[src/rtl/sha_pkg.sv]
// SHA-256 constants, round functions and control types.
package sha_pkg;

    localparam int unsigned WORD_W = 32;

    typedef logic [31:0] word_t;

    typedef enum logic [2:0] {
        ST_IDLE,
        ST_LOAD,
        ST_ROUND,
        ST_FOLD,
        ST_PAD,
        ST_EMIT
    } state_t;

    // commands from the controller to the datapath
    typedef struct packed {
        logic       init_hash;
        logic       write_byte;
        logic [7:0] wr_data;
        logic [5:0] wr_addr;
        logic       start_block;
        logic       round_step;
        logic [5:0] round_idx;
        logic       fold;
        logic [2:0] out_idx;
    } dp_cmd_t;

    localparam word_t INIT_HASH [8] = '{
        32'h6a09e667, 32'hbb67ae85, 32'h3c6ef372, 32'ha54ff53a,
        32'h510e527f, 32'h9b05688c, 32'h1f83d9ab, 32'h5be0cd19
    };

    localparam logic [7:0] PAD_BYTE = 8'h80;
    localparam logic [5:0] LEN_POS  = 6'd56;

    function automatic word_t round_k(input logic [5:0] i);
        word_t k;
        case (i)
            6'd0:  k = 32'h428a2f98; 6'd1:  k = 32'h71374491;
            6'd2:  k = 32'hb5c0fbcf; 6'd3:  k = 32'he9b5dba5;
            6'd4:  k = 32'h3956c25b; 6'd5:  k = 32'h59f111f1;
            6'd6:  k = 32'h923f82a4; 6'd7:  k = 32'hab1c5ed5;
            6'd8:  k = 32'hd807aa98; 6'd9:  k = 32'h12835b01;
            6'd10: k = 32'h243185be; 6'd11: k = 32'h550c7dc3;
            6'd12: k = 32'h72be5d74; 6'd13: k = 32'h80deb1fe;
            6'd14: k = 32'h9bdc06a7; 6'd15: k = 32'hc19bf174;
            6'd16: k = 32'he49b69c1; 6'd17: k = 32'hefbe4786;
            6'd18: k = 32'h0fc19dc6; 6'd19: k = 32'h240ca1cc;
            6'd20: k = 32'h2de92c6f; 6'd21: k = 32'h4a7484aa;
            6'd22: k = 32'h5cb0a9dc; 6'd23: k = 32'h76f988da;
            6'd24: k = 32'h983e5152; 6'd25: k = 32'ha831c66d;
            6'd26: k = 32'hb00327c8; 6'd27: k = 32'hbf597fc7;
            6'd28: k = 32'hc6e00bf3; 6'd29: k = 32'hd5a79147;
            6'd30: k = 32'h06ca6351; 6'd31: k = 32'h14292967;
            6'd32: k = 32'h27b70a85; 6'd33: k = 32'h2e1b2138;
            6'd34: k = 32'h4d2c6dfc; 6'd35: k = 32'h53380d13;
            6'd36: k = 32'h650a7354; 6'd37: k = 32'h766a0abb;
            6'd38: k = 32'h81c2c92e; 6'd39: k = 32'h92722c85;
            6'd40: k = 32'ha2bfe8a1; 6'd41: k = 32'ha81a664b;
            6'd42: k = 32'hc24b8b70; 6'd43: k = 32'hc76c51a3;
            6'd44: k = 32'hd192e819; 6'd45: k = 32'hd6990624;
            6'd46: k = 32'hf40e3585; 6'd47: k = 32'h106aa070;
            6'd48: k = 32'h19a4c116; 6'd49: k = 32'h1e376c08;
            6'd50: k = 32'h2748774c; 6'd51: k = 32'h34b0bcb5;
            6'd52: k = 32'h391c0cb3; 6'd53: k = 32'h4ed8aa4a;
            6'd54: k = 32'h5b9cca4f; 6'd55: k = 32'h682e6ff3;
            6'd56: k = 32'h748f82ee; 6'd57: k = 32'h78a5636f;
            6'd58: k = 32'h84c87814; 6'd59: k = 32'h8cc70208;
            6'd60: k = 32'h90befffa; 6'd61: k = 32'ha4506ceb;
            6'd62: k = 32'hbef9a3f7; 6'd63: k = 32'hc67178f2;
            default: k = '0;
        endcase
        return k;
    endfunction

    function automatic word_t rotr(input word_t x, input int unsigned n);
        return (x >> n) | (x << (WORD_W - n));
    endfunction

endpackage

[src/rtl/sha_if.sv]
// Valid/ready channel interfaces for input bytes and digest words.
interface sha_in_if;
    logic       valid;
    logic       ready;
    logic [7:0] data_byte;
    logic       byte_present;
    logic       end_of_message;
    modport source (output valid, data_byte, byte_present, end_of_message, input ready);
    modport sink (input valid, data_byte, byte_present, end_of_message, output ready);
endinterface


[src/rtl/sha_control.sv]
// SHA-256 controller: byte intake, padding sequence, rounds and digest output.
module sha_control (
    input  logic             clk,
    input  logic             rst_n,
    sha_in_if.sink           in_ch,
    output sha_pkg::dp_cmd_t cmd,
    output logic             out_valid,
    input  logic             out_ready,
    output logic [2:0]       out_idx
);

    sha_pkg::state_t state_reg, state_next;
    logic [5:0]  fill_reg, fill_next;
    logic [63:0] bits_reg, bits_next;
    logic [5:0]  rnd_reg, rnd_next;
    logic [2:0]  idx_reg, idx_next;
    logic        fin_reg, fin_next;  // message ending: pad after compression
    logic        pad_reg, pad_next;  // 0x80 byte placed
    logic        len_reg, len_next;  // length goes in the current block
    logic [63:0] lenc_reg, lenc_next;
    logic [63:0] bits_inc;

    assign bits_inc = bits_reg + 64'd8;

    always_ff @(posedge clk or negedge rst_n)
    begin
        if (!rst_n)
        begin
            state_reg <= sha_pkg::ST_IDLE;
            fill_reg  <= '0;
            bits_reg  <= '0;
            rnd_reg   <= '0;
            idx_reg   <= '0;
            fin_reg   <= 1'b0;
            pad_reg   <= 1'b0;
            len_reg   <= 1'b0;
            lenc_reg  <= '0;
        end
        else
        begin
            state_reg <= state_next;
            fill_reg  <= fill_next;
            bits_reg  <= bits_next;
            rnd_reg   <= rnd_next;
            idx_reg   <= idx_next;
            fin_reg   <= fin_next;
            pad_reg   <= pad_next;
            len_reg   <= len_next;
            lenc_reg  <= lenc_next;
        end
    end

    always_comb
    begin
        state_next = state_reg;
        fill_next  = fill_reg;
        bits_next  = bits_reg;
        rnd_next   = rnd_reg;
        idx_next   = idx_reg;
        fin_next   = fin_reg;
        pad_next   = pad_reg;
        len_next   = len_reg;
        lenc_next  = lenc_reg;
        cmd        = '0;
        cmd.out_idx   = idx_reg;
        cmd.round_idx = rnd_reg;
        in_ch.ready = 1'b0;
        out_valid   = 1'b0;
        case (state_reg)
            sha_pkg::ST_IDLE:
            begin
                in_ch.ready = 1'b1;
                if (in_ch.valid)
                begin
                    if (in_ch.byte_present)
                    begin
                        cmd.write_byte = 1'b1;
                        cmd.wr_addr    = fill_reg;
                        cmd.wr_data    = in_ch.data_byte;
                        fill_next      = fill_reg + 6'd1;
                        bits_next      = bits_inc;
                    end
                    if (in_ch.end_of_message)
                    begin
                        fin_next  = 1'b1;
                        lenc_next = in_ch.byte_present ? bits_inc : bits_reg;
                    end
                    if (in_ch.byte_present && fill_reg == 6'd63)
                        state_next = sha_pkg::ST_LOAD;
                    else if (in_ch.end_of_message)
                        state_next = sha_pkg::ST_PAD;
                end
            end
            sha_pkg::ST_PAD:
            begin
                // write one pad byte a cycle from fill_reg up to the block end
                cmd.write_byte = 1'b1;
                cmd.wr_addr    = fill_reg;
                if (!pad_reg)
                begin
                    cmd.wr_data = sha_pkg::PAD_BYTE;
                    pad_next    = 1'b1;
                    len_next    = (fill_reg < sha_pkg::LEN_POS);
                end
                else if (len_reg && fill_reg >= sha_pkg::LEN_POS)
                    cmd.wr_data = lenc_reg[6'd63 - {fill_reg[2:0], 3'd0} -: 8];
                else
                    cmd.wr_data = 8'h00;
                fill_next = fill_reg + 6'd1;
                if (fill_reg == 6'd63)
                    state_next = sha_pkg::ST_LOAD;
            end
            sha_pkg::ST_LOAD:
            begin
                cmd.start_block = 1'b1;
                rnd_next   = '0;
                state_next = sha_pkg::ST_ROUND;
            end
            sha_pkg::ST_ROUND:
            begin
                cmd.round_step = 1'b1;
                rnd_next = rnd_reg + 6'd1;
                if (rnd_reg == 6'd63)
                    state_next = sha_pkg::ST_FOLD;
            end
            sha_pkg::ST_FOLD:
            begin
                cmd.fold = 1'b1;
                fill_next = '0;
                if (!fin_reg)
                    state_next = sha_pkg::ST_IDLE;
                else if (!len_reg)
                begin
                    state_next = sha_pkg::ST_PAD;
                    len_next   = pad_reg;
                end
                else
                begin
                    state_next = sha_pkg::ST_EMIT;
                    idx_next   = '0;
                end
            end
            sha_pkg::ST_EMIT:
            begin
                out_valid = 1'b1;
                if (out_ready)
                begin
                    idx_next = idx_reg + 3'd1;
                    if (idx_reg == 3'd7)
                    begin
                        cmd.init_hash = 1'b1;
                        state_next = sha_pkg::ST_IDLE;
                        fin_next   = 1'b0;
                        pad_next   = 1'b0;
                        len_next   = 1'b0;
                        bits_next  = '0;
                        fill_next  = '0;
                    end
                end
            end
            default: state_next = sha_pkg::ST_IDLE;
        endcase
    end

    assign out_idx = idx_reg;

    property p_emit_only_when_final;
        @(posedge clk) disable iff (!rst_n)
        out_valid |-> (fin_reg && len_reg);
    endproperty
    a_emit_final: assert property (p_emit_only_when_final)
        else $error("digest emitted outside a finished message");

    a_no_intake_busy: assert property (@(posedge clk) disable iff (!rst_n)
        (state_reg != sha_pkg::ST_IDLE) |-> !in_ch.ready)
        else $error("input accepted while busy");

    a_round_wrap: assert property (@(posedge clk) disable iff (!rst_n)
        (state_reg == sha_pkg::ST_ROUND && rnd_reg == 6'd63)
        |=> state_reg == sha_pkg::ST_FOLD)
        else $error("round count did not end compression");

endmodule

[src/flat_wrapper.sv]
// flat-port wrapper written by rule: the top's interface ports become plain ports
module sha_control_flat 
  (clk, rst_n, cmd, out_valid, out_ready, out_idx, in_ch_valid, in_ch_data_byte, in_ch_byte_present, in_ch_end_of_message, in_ch_ready);
  sha_in_if in_ch_i ();
  input  logic clk;
  input  logic rst_n;
  output sha_pkg::dp_cmd_t cmd;
  output logic out_valid;
  input  logic out_ready;
  output logic [2:0] out_idx;
  input wire logic [$bits(in_ch_i.valid)-1:0] in_ch_valid;
  input wire logic [$bits(in_ch_i.data_byte)-1:0] in_ch_data_byte;
  input wire logic [$bits(in_ch_i.byte_present)-1:0] in_ch_byte_present;
  input wire logic [$bits(in_ch_i.end_of_message)-1:0] in_ch_end_of_message;
  output wire logic [$bits(in_ch_i.ready)-1:0] in_ch_ready;
  assign in_ch_i.valid = in_ch_valid;
  assign in_ch_i.data_byte = in_ch_data_byte;
  assign in_ch_i.byte_present = in_ch_byte_present;
  assign in_ch_i.end_of_message = in_ch_end_of_message;
  assign in_ch_ready = in_ch_i.ready;
  sha_control u_core (.clk(clk), .rst_n(rst_n), .in_ch(in_ch_i), .cmd(cmd), .out_valid(out_valid), .out_ready(out_ready), .out_idx(out_idx));
endmodule
[config.mk]
export PLATFORM = sky130hd
export DESIGN_NAME = sha_control_flat
export DESIGN_NICKNAME = d
export VERILOG_FILES = /design/src/rtl/sha_pkg.sv /design/src/rtl/sha_if.sv /design/src/rtl/sha_control.sv /design/src/flat_wrapper.sv
export SDC_FILE = /design/constraint.sdc
export NUM_CORES = 1
export LEC_CHECK = 0
export BUFFER_PORTS_ARGS = -buffer_cell sky130_fd_sc_hd__buf_2
export CAP_MARGIN = 10
export CORE_UTILIZATION = 50
export DETAILED_ROUTE_END_ITERATION = 6
export GPL_TIMING_DRIVEN = 0
export MAX_ROUTING_LAYER = met4
export PLACE_DENSITY_LB_ADDON = 0.3
export SLEW_MARGIN = 30
export SYNTH_ARGS = -nofsm -noshare
export SYNTH_HDL_FRONTEND = slang
export SYNTH_SLANG_ARGS = --single-unit
[constraint.sdc]
create_clock -name clk -period 6.2 [get_ports clk]
set_input_delay 0 -clock clk [delete_from_list [all_inputs] [get_ports clk]]
set_output_delay 0 -clock clk [all_outputs]
set_load 0.01 [all_outputs]
==> impl_metrics.yaml <==
status:
  status: "completed"
global_route:
  grt_antenna_before_repair: 0
  grt_pass1_vias: 7623
  grt_max_degree: 86
  grt_pass1_wl_mm: 42.97
  grt_usage_pct: 33.02
  overflow: 0
floorplan:
  die_area_um2: 17950
  coreArea_um2: 16820
  ios: 47
  die_w_um: 134.0
  std_cell_rows: 47
  chipHeight_um: 134.0
  start_util_pct: 51.77
job:
  max_cap_violations: 0
cells_and_area:
  final_common_cell: "dfrtp_1"
  n_antenna_cell: 0
  drive_above_1_share_pct: 12.93
  finalNetCount: 1090
  synthToLayoutAreaGrowth_pct: 13.46
  final_cell_mix: "143 x dfrtp_1, 126 x nand2_1, 113 x o21ai_0"
  fin_area_um2: 9879
synth:
  synth-edff-count: 0
  netlist_area_um2: 8707
  syn_area_per_cell_um2: 8.681
  async_reset_ff_share_pct: 100.0
  ys_ff_latch: 143
  ys_seq_area_share_pct: 41.10
  synth_top_family_by_area: "simple AND/OR/NAND/NOR gates"
  synth_cells: 1003
  synth_fp_nets: 1023
  ys_types: 62
  yosysWarningCount: 0
  yosys.area_share.xor_xnor_pct: 4.426
  muxShareOfSynthArea_pct: 6.323
  ys.flop_type: "dfrtp_1"
  synth-compound-area-share_pct: 15.99
  synth_fa_ha_area_share_pct: 0.8622
  synth-simple-area-share_pct: 25.91
worst_setup_path:
  end_kind: "flip-flop"
  r2r_start: "u_core.bits_reg[3]"
  start_kind: "flip-flop"
  required_ns: 6.55
  critPathArrivalTime_ns: 3.61
  ff2ff_setup_slack_ns: 2.95
  setup.worst_path.class: "flip-flop to flip-flop"
  r2r_end: "u_core.lenc_reg[45]"
  crit_path_max_fanout: 10
  r2r_cells: 7
route:
  finalWirelength_mm: 27.74
  post_drt_wl_per_cell_um: 21.29
  drtPass1Iterations: 6
  drc: 0
  final_antenna_net_count: 0
  num_vias: 8324
  via_per_inst: 6.388
  drt_iter0_drc: 784
cts:
  insertion_delay_ns: 0.44
  cts.htree.levels: 4
  clk_path_buf_depth: 2
  cts_tree: "done"
  cts_made_buffers: 17
  cts_setup_buffers: 0
  clkTransAtPathRegs_ns: 0.07
  root_buffer: "clkbuf_16"
  clock-sinks: 143
placed_design:
  port_buffers: 46
  placed_area_um2: 9281
  dpl.hpwl_mm: 20.06
  gp_congestion: 0.9639
worst_hold_path:
  min_to: "u_core.state_reg[0]"
  hold_class: "primary input to flip-flop"
  hold-path-cell-count: 3
  hp-start: "out_ready"
sta:
  tightest_slew_ns: 0.9399
  fin_setup_tns_ns: 0
  slew_violations: 0
  setup_violations: 0
  clock.fmax_mhz: 307.3
  rsz0062_at_grt: "false"
  skew_ns: 0.007069
  slew_headroom_pct: 36.76
  finalCritPeriodShare_pct: 52.49
  holdWs_ns: 0.1070
  hold_violations: 0
  fin_crit_ns: 3.254
power:
  ir_worst_vdd_uv: 203.7
  leakage_uw: 0.004036
  p_per_area_nw_per_um2: 204.3
==> metal layers <==
layer,track usage (%),part of all wire (%)
met2,47.61,43
met4,14.90,4.0
met1,42.34,42
met3,10.39,10
met5,-,0
==> where the power goes <==
group	total, uW	switching (uW)	internal [uW]
Clock	1020	440	581
Combinational	47.4	32.8	14.6
Sequential	950	8.66	942
==> kinds of logic (layout without fill, tap and decap cells) <==
family                   count (synthesis)  count (layout)
AND/OR/NAND/NOR                        432             432
AO/OA/AOI/OAI                          236             236
flip-flops                             143             143
buffers and inverters                  104             184
XOR/XNOR                                44              44
multiplexers                            38              38
adder cells (fa/ha/maj)                  6               6
==> worst max path at each step <==
stage	startpoint	to	slack, ns	cells after the start
final	u_core.bits_reg[3]	u_core.lenc_reg[45]	2.95	7
after global routing	u_core.bits_reg[3]	u_core.lenc_reg[45]	2.87	7
after CTS	u_core.bits_reg[5]	u_core.lenc_reg[45]	3.06	7
after detailed placement	u_core.bits_reg[5]	u_core.lenc_reg[45]	3.08	7
after global placement	rst_n	u_core.bits_reg[48]	3.04	1
after floorplan	u_core.bits_reg[17]	u_core.bits_reg[53]	3.73	8
==> stage by stage <==
step | cells | setup WS, ns | util, % | total power (uW)
after floorplan | 1003 | 3.735 | - | 979.2
after global placement | 1269 | 3.042 | 54.78 | 1010
after detailed placement | 1270 | 3.084 | 55.19 | 1014
after CTS | 1303 | 3.065 | 58.71 | 2018
after global routing | 1303 | 2.870 | 58.74 | 2066
final | 1303 | 2.946 | 58.74 | 2018
==> cell type report <==
| class | count | area [um2] |
|---|---|---|
| Inverter | 24 | 90.09 |
| Clock inverter | 13 | 130.1 |
| Fill cell | 1491 | 6939 |
| Buffer | 80 | 379.1 |
| Multi-Input combinational cell | 756 | 4696 |
| Timing Repair Buffer | 48 | 277.8 |
| Sequential cell | 143 | 3578 |
| Clock buffer | 19 | 452.9 |
| Tap cell | 220 | 275.3 |
==> cells in the mapped netlist, types with 3 or more instances <==
cell	count	share of area, %
dfrtp_1	143	41
nand2_1	126	5.4
o21ai_0	113	6.5
nor2_1	67	2.9
clkbuf_1	60	2.6
nand3_1	54	3.1
a31oi_1	42	3.0
nand4_1	33	2.4
a21oi_1	28	1.6
nor4_1	26	1.9
inv_1	24	1.0
xnor2_1	23	2.3
or4_1	22	1.9
xor2_1	21	2.1
mux2i_1	19	2.2
o31ai_1	19	1.6
nor3_1	18	1.0
and3_1	14	1.0
mux4_2	13	3.4
and2_1	12	0.86
or3_1	12	0.86
and4_1	9	0.91
nand2b_1	8	0.57
a22o_1	6	0.60
buf_1	6	0.26
ha_1	6	0.86
mux2_2	6	0.78
o211ai_1	6	0.52
and4_2	5	0.57
nand3b_1	5	0.43
clkbuf_8	4	0.63
or2_2	4	0.29
a21o_1	3	0.26
buf_2	3	0.17
buf_4	3	0.26
buf_6	3	0.39
nand4_2	3	0.43
or3_2	3	0.26
==> critical path, stage by stage (launching register included) <==
cell,delay (ns)
dfrtp_1,0.49
ha_1,0.31
nand2_1,0.15
nor4_1,0.54
clkbuf_1,0.46
nand3_1,0.40
or4_1,0.62
a31oi_1,0.18
==> timing repair <==
| item | in CTS | in global routing |
|---|---|---|
| resized for setup | 0 | 0 |
| hold endpoints to repair | 84 | 0 |
| endpoints found under the setup margin | 0 | 0 |
| hold buffers | 1 | 0 |
No activity file was read; power rests on OpenSTA's default activity.
